### src/hw/rtl/hrvws_pkg.sv
// Shared types and constants for the HRV window statistics block.
// No dependencies; the interfaces, the square root and the top module import this package.
`default_nettype none

package hrvws_pkg;

  // Field widths of the beat and statistics words
  localparam int BEAT_W  = 8;
  localparam int RESP_W  = 8;
  localparam int MEAN_W  = 15;
  localparam int SDNN_W  = 15;
  localparam int PNN_W   = 14;
  localparam int RMSSD_W = 15;

  // Configuration port
  localparam int APB_AW  = 3;
  localparam int APB_DW  = 32;
  localparam int THR_W   = 8;
  localparam logic [THR_W-1:0] THR_RESET = 8'd50;
  localparam logic REG_PNN_THR = 1'b0;  // word index of pnn_threshold

  // Arithmetic bounds and scale factors
  localparam int BEAT_MAX   = 255;
  localparam int SQ_MAX     = 65025;    // largest square of an 8-bit magnitude
  localparam int MEAN_SCALE = 100;
  localparam int PNN_SCALE  = 10000;
  localparam int RAD_SCALE  = 10000;
  localparam int QW         = 17;       // mean square quotient never exceeds SQ_MAX
  localparam int SQ_IN_W    = 30;       // RAD_SCALE * SQ_MAX fits in 30 bits
  localparam int SQ_OUT_W   = 15;

  typedef enum logic [3:0] {
    ST_IDLE,
    ST_PASS1,
    ST_DIV_Q,
    ST_DIV_MEAN,
    ST_PASS2,
    ST_DIV_SD,
    ST_SQRT_SD,
    ST_DIV_RM,
    ST_SQRT_RM,
    ST_DIV_PNN,
    ST_DONE
  } hrvws_state_t;

endpackage

`default_nettype wire

### src/hw/rtl/hrvws_if.sv
// Valid/ready channel interfaces for beat words in and statistics words out.
// Depends on hrvws_pkg for the field widths.
`default_nettype none

interface hrvws_in_if import hrvws_pkg::*; ();
  logic              valid;
  logic              ready;
  logic [BEAT_W-1:0] beat_value;
  logic [RESP_W-1:0] resp_rate;

  modport source (output valid, output beat_value, output resp_rate, input ready);
  modport sink   (input valid, input beat_value, input resp_rate, output ready);
endinterface

interface hrvws_out_if import hrvws_pkg::*; ();
  logic               valid;
  logic               ready;
  logic [MEAN_W-1:0]  mean_x100;
  logic [SDNN_W-1:0]  sdnn_x100;
  logic [PNN_W-1:0]   pnn_x100;
  logic [RMSSD_W-1:0] rmssd_x100;
  logic [RESP_W-1:0]  resp_out;

  modport source (output valid, output mean_x100, output sdnn_x100, output pnn_x100,
                  output rmssd_x100, output resp_out, input ready);
  modport sink   (input valid, input mean_x100, input sdnn_x100, input pnn_x100,
                  input rmssd_x100, input resp_out, output ready);
endinterface

`default_nettype wire

### src/hw/rtl/hrvws_ram.sv
// Generic single-write, single-read RAM with a registered read port.
// No package dependencies.
`default_nettype none

module hrvws_ram #(
  parameter int WIDTH = 8,
  parameter int DEPTH = 20
) (
  input  wire logic                     clk,
  input  wire logic                     we,
  input  wire logic [$clog2(DEPTH)-1:0] waddr,
  input  wire logic [WIDTH-1:0]         wdata,
  input  wire logic [$clog2(DEPTH)-1:0] raddr,
  output logic      [WIDTH-1:0]         rdata
);

  logic [WIDTH-1:0] mem [DEPTH];

  always_ff @(posedge clk) begin
    if (we) begin
      mem[waddr] <= wdata;
    end
    rdata <= mem[raddr];
  end

endmodule

`default_nettype wire

### src/hw/rtl/hrvws_div.sv
// Divider by a fixed divisor, or by that divisor minus one, using reciprocal multiplication.
// Depends on nothing; widths and the divisor come from its parameters.
`default_nettype none

module hrvws_div #(
  parameter int DW      = 21,
  parameter int VW      = 5,
  parameter int DIVISOR = 20
) (
  input  wire logic          clk,
  input  wire logic          rst,
  input  wire logic          start,
  input  wire logic [DW-1:0] dividend,
  input  wire logic          by_m1,
  output logic               done,
  output logic      [DW-1:0] quotient,
  output logic      [VW-1:0] remainder
);

  // Reciprocal scaled by 2^SHIFT and rounded up; exact for every DW-bit dividend
  localparam int SHIFT = DW + $clog2(DIVISOR) + 1;
  localparam int MW    = DW + 3;
  localparam int PRW   = DW + MW;
  localparam logic [63:0] RECIP    = ((64'd1 << SHIFT) + 64'(DIVISOR - 1)) / 64'(DIVISOR);
  localparam logic [63:0] RECIP_M1 = ((64'd1 << SHIFT) + 64'(DIVISOR - 2)) / 64'(DIVISOR - 1);

  logic [1:0]       stage;
  logic [DW-1:0]    dvd;
  logic             sel_m1;
  logic [MW-1:0]    recip;
  logic [VW-1:0]    dvs;
  logic [PRW-1:0]   prod;
  logic [DW+VW-1:0] back;

  always_comb begin
    recip = sel_m1 ? MW'(RECIP_M1) : MW'(RECIP);
    dvs   = sel_m1 ? VW'(DIVISOR - 1) : VW'(DIVISOR);
    prod  = PRW'(dvd) * PRW'(recip);
    back  = (DW+VW)'(quotient) * (DW+VW)'(dvs);
  end

  always_ff @(posedge clk) begin
    if (rst) begin
      stage <= '0;
      done  <= 1'b0;
    end else begin
      stage <= {stage[0], start};
      done  <= stage[1];
    end
  end

  // Latch the operand, then settle the quotient, then the remainder
  always_ff @(posedge clk) begin
    if (start) begin
      dvd    <= dividend;
      sel_m1 <= by_m1;
    end
    if (stage[0]) begin
      quotient <= DW'(prod >> SHIFT);
    end
    if (stage[1]) begin
      remainder <= VW'(dvd - back[DW-1:0]);
    end
  end

endmodule

`default_nettype wire

### src/hw/rtl/hrvws_isqrt.sv
// Digit-by-digit integer square root, one root bit per cycle, truncated.
// Depends on hrvws_pkg for the radicand and root widths.
`default_nettype none

module hrvws_isqrt import hrvws_pkg::*; (
  input  wire logic                clk,
  input  wire logic                rst,
  input  wire logic                start,
  input  wire logic [SQ_IN_W-1:0]  radicand,
  output logic                     done,
  output logic      [SQ_OUT_W-1:0] root
);

  localparam int RW    = SQ_OUT_W + 1;          // partial remainder never exceeds 2*root
  localparam int CNT_W = $clog2(SQ_OUT_W + 1);

  logic               busy;
  logic [CNT_W-1:0]   steps;
  logic [SQ_IN_W-1:0] rad;
  logic [RW-1:0]      rem;
  logic [RW+1:0]      cur;
  logic [RW+1:0]      trial;
  logic [RW+1:0]      diff;
  logic               fits;

  always_comb begin
    cur   = {rem, rad[SQ_IN_W-1 -: 2]};
    trial = (RW+2)'({root, 2'b01});
    diff  = cur - trial;
    fits  = cur >= trial;
  end

  always_ff @(posedge clk) begin
    if (rst) begin
      busy  <= 1'b0;
      done  <= 1'b0;
      steps <= '0;
    end else begin
      done <= 1'b0;
      if (start) begin
        busy  <= 1'b1;
        steps <= CNT_W'(SQ_OUT_W);
      end else if (busy) begin
        steps <= steps - CNT_W'(1);
        if (steps == CNT_W'(1)) begin
          busy <= 1'b0;
          done <= 1'b1;
        end
      end
    end
  end

  // Bring down two radicand bits a step, settle one root bit
  always_ff @(posedge clk) begin
    if (start) begin
      rad  <= radicand;
      rem  <= '0;
      root <= '0;
    end else if (busy) begin
      rad  <= {rad[SQ_IN_W-3:0], 2'b00};
      rem  <= fits ? diff[RW-1:0] : cur[RW-1:0];
      root <= {root[SQ_OUT_W-2:0], fits};
    end
  end

endmodule

`default_nettype wire

### src/hw/rtl/hrv_window_statistics_unit.sv
// HRV window statistics: mean, SDNN, pNN and RMSSD over the last WINDOW beats.
// A beat that does not yet fill the window gives no word. A beat that leaves it full starts
// the statistics: two sweeps of the window RAM, five reciprocal divides and two 15-step
// square roots, then the result word; one beat is in work at a time, and a stalled result
// word holds the next beat off. Reset (rst, synchronous): empty window, pnn_threshold = 50;
// RAM is not cleared.
`default_nettype none

module hrv_window_statistics_unit import hrvws_pkg::*; #(
  parameter int WINDOW = 20
) (
  input  wire logic              clk,
  input  wire logic              rst,
  hrvws_in_if.sink               beats,
  hrvws_out_if.source            stats,
  input  wire logic              psel,
  input  wire logic              penable,
  input  wire logic              pwrite,
  input  wire logic [APB_AW-1:0] paddr,
  input  wire logic [APB_DW-1:0] pwdata,
  output logic      [APB_DW-1:0] prdata,
  output logic                   pready
);

  // Pointer into the window, count up to WINDOW, running sum, pass count
  localparam int PW = $clog2(WINDOW);
  localparam int CW = $clog2(WINDOW + 1);
  localparam int SW = $clog2(BEAT_MAX * WINDOW + 1);
  localparam int NW = $clog2(WINDOW);
  // Divider dividend: the largest of the sums of squares and the scaled sums
  localparam int DW = $clog2(SQ_MAX * WINDOW + 1);

  localparam logic [PW-1:0] LAST_PTR = PW'(WINDOW - 1);
  localparam logic [CW-1:0] WIN_C    = CW'(WINDOW);

  hrvws_state_t state, state_next;
  logic         launch;

  logic              accept;
  logic [PW-1:0]     wp, wp_inc, wp_next;
  logic [CW-1:0]     fill, fill_next;
  logic [PW-1:0]     rptr, rptr_inc;
  logic [CW-1:0]     cnt;
  logic              in_pass;
  logic              consume;
  logic [BEAT_W-1:0] rd_data;
  logic [BEAT_W-1:0] prev;
  logic [BEAT_W-1:0] ad;
  logic signed [9:0] dev;
  logic [9:0]        dev_neg;
  logic [BEAT_W-1:0] adev;
  logic [BEAT_W-1:0] mul_a;
  logic [15:0]       sq;

  logic [SW-1:0]     sum;
  logic [DW-1:0]     sq_diff;
  logic [DW-1:0]     sq_dev;
  logic [NW-1:0]     npass;
  logic [BEAT_W-1:0] q8;
  logic              rnz;
  logic [MEAN_W-1:0] mean_r;
  logic [SDNN_W-1:0] sdnn_r;
  logic [RESP_W-1:0] resp_hold;
  logic [THR_W-1:0]  thr;

  logic                div_start, div_done;
  logic [DW-1:0]       div_dividend, div_quo;
  logic                div_by_m1;
  logic [CW-1:0]       div_rem;
  logic                sqrt_start, sqrt_done;
  logic [SQ_IN_W-1:0]  sqrt_rad;
  logic [SQ_OUT_W-1:0] sqrt_root;

  logic out_valid;
  logic load_out;
  logic cfg_write;

  // ---------------------------------------------------------------------------
  // Configuration port: one register, pnn_threshold, at word 0
  // ---------------------------------------------------------------------------
  assign pready    = 1'b1;
  assign cfg_write = psel && penable && pwrite && (paddr[2] == REG_PNN_THR);
  assign prdata    = (paddr[2] == REG_PNN_THR) ? APB_DW'(thr) : '0;

  // ---------------------------------------------------------------------------
  // Window storage. Writes happen only when a beat is taken in idle; read data is used
  // only during the two sweeps, so a used read never meets a write to the same entry.
  // ---------------------------------------------------------------------------
  hrvws_ram #(
    .WIDTH (BEAT_W),
    .DEPTH (WINDOW)
  ) u_window (
    .clk   (clk),
    .we    (accept),
    .waddr (wp),
    .wdata (beats.beat_value),
    .raddr (rptr),
    .rdata (rd_data)
  );

  hrvws_div #(
    .DW      (DW),
    .VW      (CW),
    .DIVISOR (WINDOW)
  ) u_div (
    .clk       (clk),
    .rst       (rst),
    .start     (div_start),
    .dividend  (div_dividend),
    .by_m1     (div_by_m1),
    .done      (div_done),
    .quotient  (div_quo),
    .remainder (div_rem)
  );

  hrvws_isqrt u_isqrt (
    .clk      (clk),
    .rst      (rst),
    .start    (sqrt_start),
    .radicand (sqrt_rad),
    .done     (sqrt_done),
    .root     (sqrt_root)
  );

  // ---------------------------------------------------------------------------
  // Pointers and window fill
  // ---------------------------------------------------------------------------
  assign accept    = beats.valid && beats.ready;
  assign wp_inc    = (wp == LAST_PTR) ? '0 : wp + PW'(1);
  assign wp_next   = accept ? wp_inc : wp;
  assign fill_next = (accept && fill != WIN_C) ? fill + CW'(1) : fill;
  assign rptr_inc  = (rptr == LAST_PTR) ? '0 : rptr + PW'(1);

  // ---------------------------------------------------------------------------
  // Sweep datapath. A sweep issues reads at cnt 0..WINDOW-1 starting from the
  // oldest entry and consumes RAM data at cnt 1..WINDOW. One 8x8 squarer
  // serves both sweeps: successive differences first, deviations second.
  // ---------------------------------------------------------------------------
  assign in_pass = (state == ST_PASS1) || (state == ST_PASS2);
  assign consume = in_pass && (cnt != '0);

  always_comb begin
    ad = (rd_data >= prev) ? rd_data - prev : prev - rd_data;
    // Deviation x - sum/WINDOW truncated toward zero: with a nonzero remainder
    // a positive difference drops by one, a non-positive one stays.
    dev = $signed({2'b00, rd_data}) - $signed({2'b00, q8});
    if (rnz && (rd_data > q8)) begin
      dev = dev - 10'sd1;
    end
    dev_neg = -dev;
    adev    = dev[9] ? dev_neg[BEAT_W-1:0] : dev[BEAT_W-1:0];
    mul_a   = (state == ST_PASS1) ? ad : adev;
    sq      = 16'(mul_a) * 16'(mul_a);
  end

  // ---------------------------------------------------------------------------
  // Divider and square root operands
  // ---------------------------------------------------------------------------
  always_comb begin
    div_start    = 1'b0;
    div_dividend = '0;
    div_by_m1    = 1'b0;
    unique case (state)
      ST_DIV_Q: begin
        div_start    = launch;
        div_dividend = DW'(sum);
      end
      ST_DIV_MEAN: begin
        div_start    = launch;
        div_dividend = DW'(sum) * DW'(MEAN_SCALE);
      end
      ST_DIV_SD: begin
        div_start    = launch;
        div_dividend = sq_dev;
      end
      ST_DIV_RM: begin
        div_start    = launch;
        div_dividend = sq_diff;
        div_by_m1    = 1'b1;
      end
      ST_DIV_PNN: begin
        div_start    = launch;
        div_dividend = DW'(npass) * DW'(PNN_SCALE);
      end
      default: begin
        div_start = 1'b0;
      end
    endcase
  end

  // The quotient register holds the mean square until the next divide starts
  assign sqrt_start = launch && ((state == ST_SQRT_SD) || (state == ST_SQRT_RM));
  assign sqrt_rad   = SQ_IN_W'(div_quo[QW-1:0]) * SQ_IN_W'(RAD_SCALE);

  // ---------------------------------------------------------------------------
  // Sequencer
  // ---------------------------------------------------------------------------
  always_ff @(posedge clk) begin
    if (rst) begin
      state     <= ST_IDLE;
      launch    <= 1'b0;
      wp        <= '0;
      fill      <= '0;
      cnt       <= '0;
      out_valid <= 1'b0;
      thr       <= THR_RESET;
    end else begin
      state     <= state_next;
      launch    <= (state_next != state);
      wp        <= wp_next;
      fill      <= fill_next;
      out_valid <= load_out || (out_valid && !stats.ready);
      if (cfg_write) begin
        thr <= pwdata[THR_W-1:0];
      end
      if (state_next != state) begin
        cnt <= '0;
      end else if (in_pass && cnt != WIN_C) begin
        cnt <= cnt + CW'(1);
      end
    end
  end

  always_comb begin
    state_next  = state;
    beats.ready = 1'b0;
    load_out    = 1'b0;
    unique case (state)
      ST_IDLE: begin
        // Hold ready low while in reset so no word is taken and dropped
        beats.ready = !rst;
        // Only a beat that leaves the window full starts the statistics
        if (accept && fill_next == WIN_C) begin
          state_next = ST_PASS1;
        end
      end
      ST_PASS1:    if (cnt == WIN_C) state_next = ST_DIV_Q;
      ST_DIV_Q:    if (div_done) state_next = ST_DIV_MEAN;
      ST_DIV_MEAN: if (div_done) state_next = ST_PASS2;
      ST_PASS2:    if (cnt == WIN_C) state_next = ST_DIV_SD;
      ST_DIV_SD:   if (div_done) state_next = ST_SQRT_SD;
      ST_SQRT_SD:  if (sqrt_done) state_next = ST_DIV_RM;
      ST_DIV_RM:   if (div_done) state_next = ST_SQRT_RM;
      ST_SQRT_RM:  if (sqrt_done) state_next = ST_DIV_PNN;
      ST_DIV_PNN:  if (div_done) state_next = ST_DONE;
      ST_DONE: begin
        // Hold until the output register is free or drains this cycle
        if (!out_valid || stats.ready) begin
          load_out   = 1'b1;
          state_next = ST_IDLE;
        end
      end
      default: state_next = ST_IDLE;
    endcase
  end

  // ---------------------------------------------------------------------------
  // Datapath registers
  // ---------------------------------------------------------------------------
  always_ff @(posedge clk) begin
    if (accept) begin
      resp_hold <= beats.resp_rate;
    end

    // Start each sweep at the oldest entry, which is the next write slot
    if (state_next != state) begin
      rptr <= wp_next;
    end else if (in_pass) begin
      rptr <= rptr_inc;
    end

    if (state == ST_PASS1) begin
      if (cnt == '0) begin
        sum     <= '0;
        sq_diff <= '0;
        npass   <= '0;
      end else begin
        sum  <= sum + SW'(rd_data);
        prev <= rd_data;
        // Successive differences start with the second entry
        if (cnt >= CW'(2)) begin
          sq_diff <= sq_diff + DW'(sq);
          if (ad > thr) begin
            npass <= npass + NW'(1);
          end
        end
      end
    end

    if (state == ST_PASS2) begin
      if (cnt == '0) begin
        sq_dev <= '0;
      end else if (consume) begin
        sq_dev <= sq_dev + DW'(sq);
      end
    end

    if (state == ST_DIV_Q && div_done) begin
      q8  <= div_quo[BEAT_W-1:0];
      rnz <= (div_rem != '0);
    end
    if (state == ST_DIV_MEAN && div_done) begin
      mean_r <= div_quo[MEAN_W-1:0];
    end
    if (state == ST_SQRT_SD && sqrt_done) begin
      sdnn_r <= sqrt_root;
    end

    // Output register: RMSSD and pNN are still held by their units here
    if (load_out) begin
      stats.mean_x100  <= mean_r;
      stats.sdnn_x100  <= sdnn_r;
      stats.pnn_x100   <= div_quo[PNN_W-1:0];
      stats.rmssd_x100 <= sqrt_root;
      stats.resp_out   <= resp_hold;
    end
  end

  assign stats.valid = out_valid;

endmodule

`default_nettype wire
### src/flat_wrapper.sv
// flat-port wrapper written by rule: the top's interface ports become plain ports
module hrv_window_statistics_unit_flat import hrvws_pkg::*;
#(
  parameter int WINDOW = 20
)
  (clk, rst, psel, penable, pwrite, paddr, pwdata, prdata, pready, beats_valid, beats_beat_value, beats_resp_rate, beats_ready, stats_valid, stats_mean_x100, stats_sdnn_x100, stats_pnn_x100, stats_rmssd_x100, stats_resp_out, stats_ready);
  hrvws_in_if beats_i ();
  hrvws_out_if stats_i ();
  input  wire logic clk;
  input  wire logic rst;
  input  wire logic psel;
  input  wire logic penable;
  input  wire logic pwrite;
  input  wire logic [APB_AW-1:0] paddr;
  input  wire logic [APB_DW-1:0] pwdata;
  output logic      [APB_DW-1:0] prdata;
  output logic pready;
  input wire logic [$bits(beats_i.valid)-1:0] beats_valid;
  input wire logic [$bits(beats_i.beat_value)-1:0] beats_beat_value;
  input wire logic [$bits(beats_i.resp_rate)-1:0] beats_resp_rate;
  output wire logic [$bits(beats_i.ready)-1:0] beats_ready;
  output wire logic [$bits(stats_i.valid)-1:0] stats_valid;
  output wire logic [$bits(stats_i.mean_x100)-1:0] stats_mean_x100;
  output wire logic [$bits(stats_i.sdnn_x100)-1:0] stats_sdnn_x100;
  output wire logic [$bits(stats_i.pnn_x100)-1:0] stats_pnn_x100;
  output wire logic [$bits(stats_i.rmssd_x100)-1:0] stats_rmssd_x100;
  output wire logic [$bits(stats_i.resp_out)-1:0] stats_resp_out;
  input wire logic [$bits(stats_i.ready)-1:0] stats_ready;
  assign beats_i.valid = beats_valid;
  assign beats_i.beat_value = beats_beat_value;
  assign beats_i.resp_rate = beats_resp_rate;
  assign beats_ready = beats_i.ready;
  assign stats_valid = stats_i.valid;
  assign stats_mean_x100 = stats_i.mean_x100;
  assign stats_sdnn_x100 = stats_i.sdnn_x100;
  assign stats_pnn_x100 = stats_i.pnn_x100;
  assign stats_rmssd_x100 = stats_i.rmssd_x100;
  assign stats_resp_out = stats_i.resp_out;
  assign stats_i.ready = stats_ready;
  hrv_window_statistics_unit #(.WINDOW(WINDOW)) u_core (.clk(clk), .rst(rst), .beats(beats_i), .stats(stats_i), .psel(psel), .penable(penable), .pwrite(pwrite), .paddr(paddr), .pwdata(pwdata), .prdata(prdata), .pready(pready));
endmodule
### config.mk
export PLATFORM = sky130hd
export DESIGN_NAME = hrv_window_statistics_unit_flat
export DESIGN_NICKNAME = d
export VERILOG_FILES = /design/src/hw/rtl/hrvws_pkg.sv /design/src/hw/rtl/hrvws_if.sv /design/src/hw/rtl/hrvws_ram.sv /design/src/hw/rtl/hrvws_div.sv /design/src/hw/rtl/hrvws_isqrt.sv /design/src/hw/rtl/hrv_window_statistics_unit.sv /design/src/flat_wrapper.sv
export SDC_FILE = /design/constraint.sdc
export NUM_CORES = 2
export LEC_CHECK = 0
export BUFFER_PORTS_ARGS = -buffer_cell sky130_fd_sc_hd__buf_4
export CORE_MARGIN = 3
export CORE_UTILIZATION = 40
export DETAILED_ROUTE_END_ITERATION = 8
export GPL_ROUTABILITY_DRIVEN = 0
export PLACE_DENSITY = 0.63
export SETUP_SLACK_MARGIN = 0.05
export SLEW_MARGIN = 0
export SYNTH_ARGS = -nofsm -noshare
export SYNTH_HDL_FRONTEND = slang
export SYNTH_SLANG_ARGS = --single-unit
### constraint.sdc
create_clock -name clk -period 11 [get_ports clk]
set_input_delay 1.65 -clock clk [delete_from_list [all_inputs] [get_ports clk]]
set_output_delay 1.65 -clock clk [all_outputs]
set_load 0.05 [all_outputs]
Yosys cells after proc, flatten, opt, wreduce, memory -nomap -nowiden --
Memories as Yosys holds them, arrays and structs flattened. A register that Yosys moved wholly into a read port is not among the register bits. Index checks and enable logic that the tools add are counted. W data, S select, Z words.
Storage, ports and cells: bits in registers 327, latch bits 0, memory bits (writable) 160, bits in read-only memories 0, input bits 58, output and inout port bits 102, memories 1
Operators by class: add/sub/neg operators 16, multiply operators 6, div/mod/pow operators 0, order comparisons 5, equality and inequality tests 18, shifts and indexed selects 0, mux-type cells 46, bitwise operators 3, reductions and logical operators 37
Memory list:
- u_core.u_window.mem | depth 20, width 8, read ports 1, clocked after memory_dff 1, wr ports 1, line hrvws_ram.sv:17 | logic [WIDTH-1:0] mem [DEPTH];
Operator list (number):
- $pmux W21 S5 | 1
- $mux W30 | 2
- $mux W4 | 13
- $mul A21 B23 Y44 | 1
- $pmux W4 S11 | 1
- $add A21 B16 Y21 | 2
- $mux W21 | 2
- $mux W5 | 8
- $mux W8 | 4
- $mul A17 B10 Y26 const B | 1
- $add A5 B1 Y5 const B | 5
- $eq A5 B5 Y1 const B | 4
- $mux W20 | 1
- $ge A18 B17 Y1 | 1
- $mul A13 B5 Y18 const B | 1
- $mul A18 B5 Y5 | 1
- $eq A4 B3 Y1 const B | 4
- $gt A8 B8 Y1 | 2
- $mul A8 B8 Y16 | 1
- $mux W16 | 1
- $sub A16 B16 Y16 | 1
- $sub A8 B8 Y8 | 2
- $mul A5 B10 Y15 const B | 1
- $logic_and A1 B1 Y1 | 14
- other kinds (28) | 57

Logic depth before layout (Yosys ltp) --
word-level depth 11, depth in mapped cells 42, gate-level depth less buffers 42

Modules after synthesis --
A second synthesis with hierarchy kept.
Unflattened totals: cell total of the unflattened synthesis 3794, area, all modules 41566.1 um^2
By module, submodules not included:
- hrv_window_statistics_unit | instances 1, cells an instance 1807, area an instance 18048.6 um^2, seq. area each 6195.9 um^2
- hrvws_div | instances 1, cells an instance 1315, area an instance 13294.0 um^2, seq. area each 1381.3 um^2
- hrvws_ram | instances 1, cells an instance 308, area an instance 6482.5 um^2, seq. area each 4964.8 um^2
- hrvws_isqrt | instances 1, cells an instance 364, area an instance 3741.1 um^2, seq. area each 1641.6 um^2

Worst setup path after synthesis --
OpenSTA, ideal clock, no wires.
path type flip-flop to flip-flop, from register u_core.u_window.rdata[0], read port of u_core.u_window.mem, to register u_core.sq_diff[17] (data pin), arrival time 7882 ps, data required time 10734 ps, setup slack 2852 ps, stages on the path, launching flop included 40, path buffers 0, clock period less this slack 8148 ps, path through dfxtp_1 -> inv_1 -> ha_1 -> inv_1 -> fa_1 -> xnor2_2 -> and2_1 -> mux2i_1 -> nor4b_4 -> a31oi_4 -> a41o_1 -> a22oi_2 -> xor2_1 -> mux2_4 -> inv_2 -> or2_1 -> fa_1 -> inv_1 -> (+4 left out) -> inv_1 -> ha_1 -> nor2b_1 -> o21ai_0 -> a21boi_0 -> o21ai_0 -> a21boi_0 -> o21ai_0 -> a21boi_0 -> o21ai_0 -> nor2b_1 -> xnor2_1 -> ha_1 -> or3_1 -> a41oi_1 -> nor2b_1 -> xnor2_1 -> nor2_1
On the way: word-level cells in the longest chain between the ends 9
RTL lines:
- start: declaration | line hrvws_ram.sv:14 | output logic [WIDTH-1:0] rdata
- $sub A8 B8 Y9 / $gt A8 B8 Y1 (equally long branches) | line hrv_window_statistics_unit.sv:146, hrv_window_statistics_unit.sv:147
- $sub A10 B2 Y10 / $logic_and A1 B1 Y1 (equally long branches) | line hrv_window_statistics_unit.sv:148, hrv_window_statistics_unit.sv:147
- $mux W10 | line hrv_window_statistics_unit.sv:147 | if (rnz && (rd_data > q8)) begin
- $neg A8 Y8 | line hrv_window_statistics_unit.sv:150 | dev_neg = -dev;
- $mux W8 | line hrv_window_statistics_unit.sv:151 | adev = dev[9] ? dev_neg[BEAT_W-1:0] : dev[BEAT_W-1:0];
- $mux W8 (*) | line hrv_window_statistics_unit.sv:152 | mul_a = (state == ST_PASS1) ? ad : adev;
- $mul A8 B8 Y16 (*) | line hrv_window_statistics_unit.sv:153 | sq = 16'(mul_a) * 16'(mul_a);
- $add A21 B16 Y21 (*) | line hrv_window_statistics_unit.sv:282 | sq_diff <= sq_diff + DW'(sq);
- $mux W21 (*) | line hrv_window_statistics_unit.sv:281 | if (cnt >= CW'(2)) begin
- end signal: assignment | line hrv_window_statistics_unit.sv:282
- end: declaration | line hrv_window_statistics_unit.sv:56 | logic [DW-1:0] sq_diff;
Mark *: on every way between the ends. The rest lies on a longest branch, timed or not. The select of a mux whose other input is x is not followed. A chain may end at the register's enable or synchronous reset.

Worst setup path in the final report --
from register u_core.u_window.rdata[4], read port of u_core.u_window.mem, to register u_core.sq_diff[20] (data pin)
The elaborated chain is that of the path after synthesis.

==> flow_summary.yaml <==
yosys:
  synth_top_area_cell: "edfxtp_1"
  yosysMostFrequentCell: "inv_1"
  avgSynthCellArea_um2: 11.1
  yosysUniqueCellTypes: 95
  synth-async-reset-ratio: 0
  synth_flop_cell: "edfxtp_1"
  synthTopCellsByArea: "edfxtp_1 31%, fa_1 18%, ha_1 15%"
  synth_edf_count: 417
  ys_seq_elements: 494
  synth_top_area_share: 0.308
  ys_seq_area_frac: 0.346
  synth_warnings: 0
  syn_area_um2: 40600
  synth_common_cells: "721 x inv_1, 496 x ha_1, 417 x edfxtp_1"
  syn_inst: 3662
setup_path:
  crit_top_cell: "o21ai_0"
  r2r_cells: 37
  crit_type: "flip-flop to flip-flop"
  arrival_ns: 9.96
  cp-end-kind: "flip-flop"
  crit_fanout: 13
  worstPathRequired_ns: 11.37
  slowest_delay_ns: 0.71
  cp-start-kind: "flip-flop"
  crit_slowest_cell: "a211oi_2"
  rrSetupSlack_ns: 1.41
layout:
  final_core_util: 0.445
  final_layout_size_suffix_gt1_frac: 0.0821
  fin_nets: 4695
  area_delta_synth_final_pct: 10.1
  diodes: 0
  nFillCells: 9408
detailed_routing:
  drt_iter0_markers: 1560
  vias: 25800
  wirelength_um: 87000
  vias_per_cell: 4.99
  wire_per_inst_um: 16.8
  ant_nets: 0
  route.detailed.drc: 0
  firstDrtPassIters: 5
die:
  rows: 116
  fp.dieArea_um2: 105000
  io_pins: 160
  die_w_um: 325
  start_util: 0.405
  fp.dieH_um: 325
  core_um2: 100000
timing:
  setup_viol: 0
  fmax_ghz: 0.104
  slew_headroom: 0.285
  rsz0062_at_grt: "no"
  fin_crit_ns: 9.59
  post-route-period-util: 0.872
  tightest_slew_ns: 1.07
  finalClockSkew_ns: 0.0577
  setup_tns_ns: 0
  drv_slew: 0
  hold_viol: 0
grt:
  grt-ovfl-total: 0
  grt.total_usage: 0.165
  grt_pass1_vias: 26200
  grt_pass1_wl_um: 140000
  antenna_found_initial: 0
  grt_max_degree: 68
clocking:
  cts_root_buffer: "clkbuf_16"
  cts_tree: "built"
  clkSinkCount: 494
  clk_pin_slew_ns: 0.06
  cts_inserted_buffers: 54
  htreeDepth: 2
  hold_buffers: 0
  cts_setup_buffers: 0
  cts.path.max_buffers: 3
  insertion_delay_ns: 0.65
  cts-resized-gates: 0
place:
  io_buffers: 108
  dp_hpwl_um: 68800
min_path:
  hold_class: "flip-flop to flip-flop"
  hold-path-cell-count: 0
power:
  p_leak_uw: 0.0203
  ir_worst_vdd_v: 0.000103
  p_total_uw: 4210
  power.density_nw_per_um2: 94.1
job:
  cap_violations: 0
run_status:
  outcome: "completed"
-- area by class of cell --
class                      count  area (um2)  share of cell area
clock buffer                  78        1490              0.0333
clock inverter                22         298             0.00666
inverter                     724        2720              0.0608
multi-input combinational   2382       23500               0.526
sequential                   494       14100               0.314
tap                         1357        1700              0.0380
timing repair buffer         123         923              0.0206
-- critical path, delay by kind of cell (launching register included) --
kind,cells,cell delay (ns)
buffers and inverters,4,0.26
multiplexers,1,0.22
adder cells (fa/ha/maj),7,2.72
XOR/XNOR,3,0.75
AO/OA/AOI/OAI,15,3.28
flip-flops,1,0.54
AND/OR/NAND/NOR,7,1.53
-- flip-flops by register name, indices dropped and copies added, names as in the netlist, 8 cells and up --
register / cells
u_core.prev: 8
u_core.u_isqrt.root: 15
u_core.sdnn_r: 15
u_core.sq_diff: 21
u_core.resp_hold: 8
u_core.u_isqrt.rad: 26
u_core.q8: 8
u_core.u_isqrt.rem: 16
u_core.stats.mean_x100: 15
u_core.stats.resp_out: 8
u_core.stats.rmssd_x100: 15
u_core.u_div.quotient: 17
u_core.u_window.mem: 160
u_core.u_div.dvd: 21
u_core.stats.pnn_x100: 14
u_core.thr: 8
u_core.sq_dev: 21
u_core.u_window.rdata: 8
u_core.sum: 13
u_core.mean_r: 15
u_core.stats.sdnn_x100: 15
-- cell usage in the layout (no fill, tap or decap), types with 7 or more instances in the layout --
cell type,synthesis,layout
nor2_1,231,231
a211oi_1,10,9
a21o_1,52,52
o21ai_0,122,122
a222oi_1,7,7
nor2b_1,44,44
nor3_1,39,38
a21oi_1,141,140
mux2_2,13,13
a22oi_1,20,20
a211o_1,9,9
fa_1,362,362
o21bai_1,19,19
and2_1,15,15
xor2_1,58,58
inv_1,721,721
nand3_1,39,39
nand4_1,18,18
o21a_1,14,14
and3_1,25,24
buf_4,26,123
nand2_1,173,173
mux4_2,48,48
a31oi_1,11,11
mux2i_1,44,44
or2_2,15,15
clkbuf_1,65,19
clkbuf_16,0,54
nor3b_1,9,8
edfxtp_1,417,417
o211ai_1,16,16
clkinv_2,0,7
or3_1,14,14
xnor2_1,115,115
nand2b_1,38,38
conb_1,2,46
ha_1,496,496
dfxtp_1,77,76
-- through the flow --
stage / instance area [um2] / setup WS (ns) / instances / hold slack, ns
4_1_cts: 44700 / 1.46 / 5180 / 0.387
3_3_place_gp: 42900 / 1.58 / 5080 / 0.400
3_5_place_dp: 42900 / 1.52 / 5080 / 0.405
6_report: 44700 / 1.41 / 5180 / 0.390
5_1_grt: 44700 / 0.618 / 5180 / 0.396
2_1_floorplan: 40800 / 2.85 / 3706 / 0.400
-- routing by layer --
layer,track usage,part of all wire
met1,0.225,0.46
met2,0.275,0.47
met3,0.0273,0.047
met4,0.0435,0.025
met5,0,0
-- power by group --
part	switching (uW)	internal [uW]	leakage, uW
logic	208	144	0.0150
registers	12.7	2030	0.00440
clock network	770	1050	0.000869
total	991	3220	0.0203
-- cell families (layout without fill, tap and decap cells) --
group	count (synthesis)	after routing	share of synthesized area
XOR/XNOR	175	175	0.0381
other	2	46	0.000185
flip-flops	494	494	0.346
AND/OR/NAND/NOR	694	694	0.0818
AO/OA/AOI/OAI	500	500	0.0805
multiplexers	109	109	0.0427
buffers and inverters	830	947	0.0795
adder cells (fa/ha/maj)	858	858	0.331
-- worst paths after layout --
check | start | to
worst max-delay path | u_core.u_window.rdata[4]$_DFF_P_ | u_core.sq_diff[20]$_SDFFCE_PN0P_
worst min-delay path | u_core.sdnn_r[7]$_DFFE_PP_ | u_core.stats.sdnn_x100[7]$_DFFE_PP_
worst max register to register | u_core.u_window.rdata[4]$_DFF_P_ | u_core.sq_diff[20]$_SDFFCE_PN0P_
worst min register to register | u_core.sdnn_r[7]$_DFFE_PP_ | u_core.stats.sdnn_x100[7]$_DFFE_PP_
Note: power is estimated with default switching activity, not from simulation.
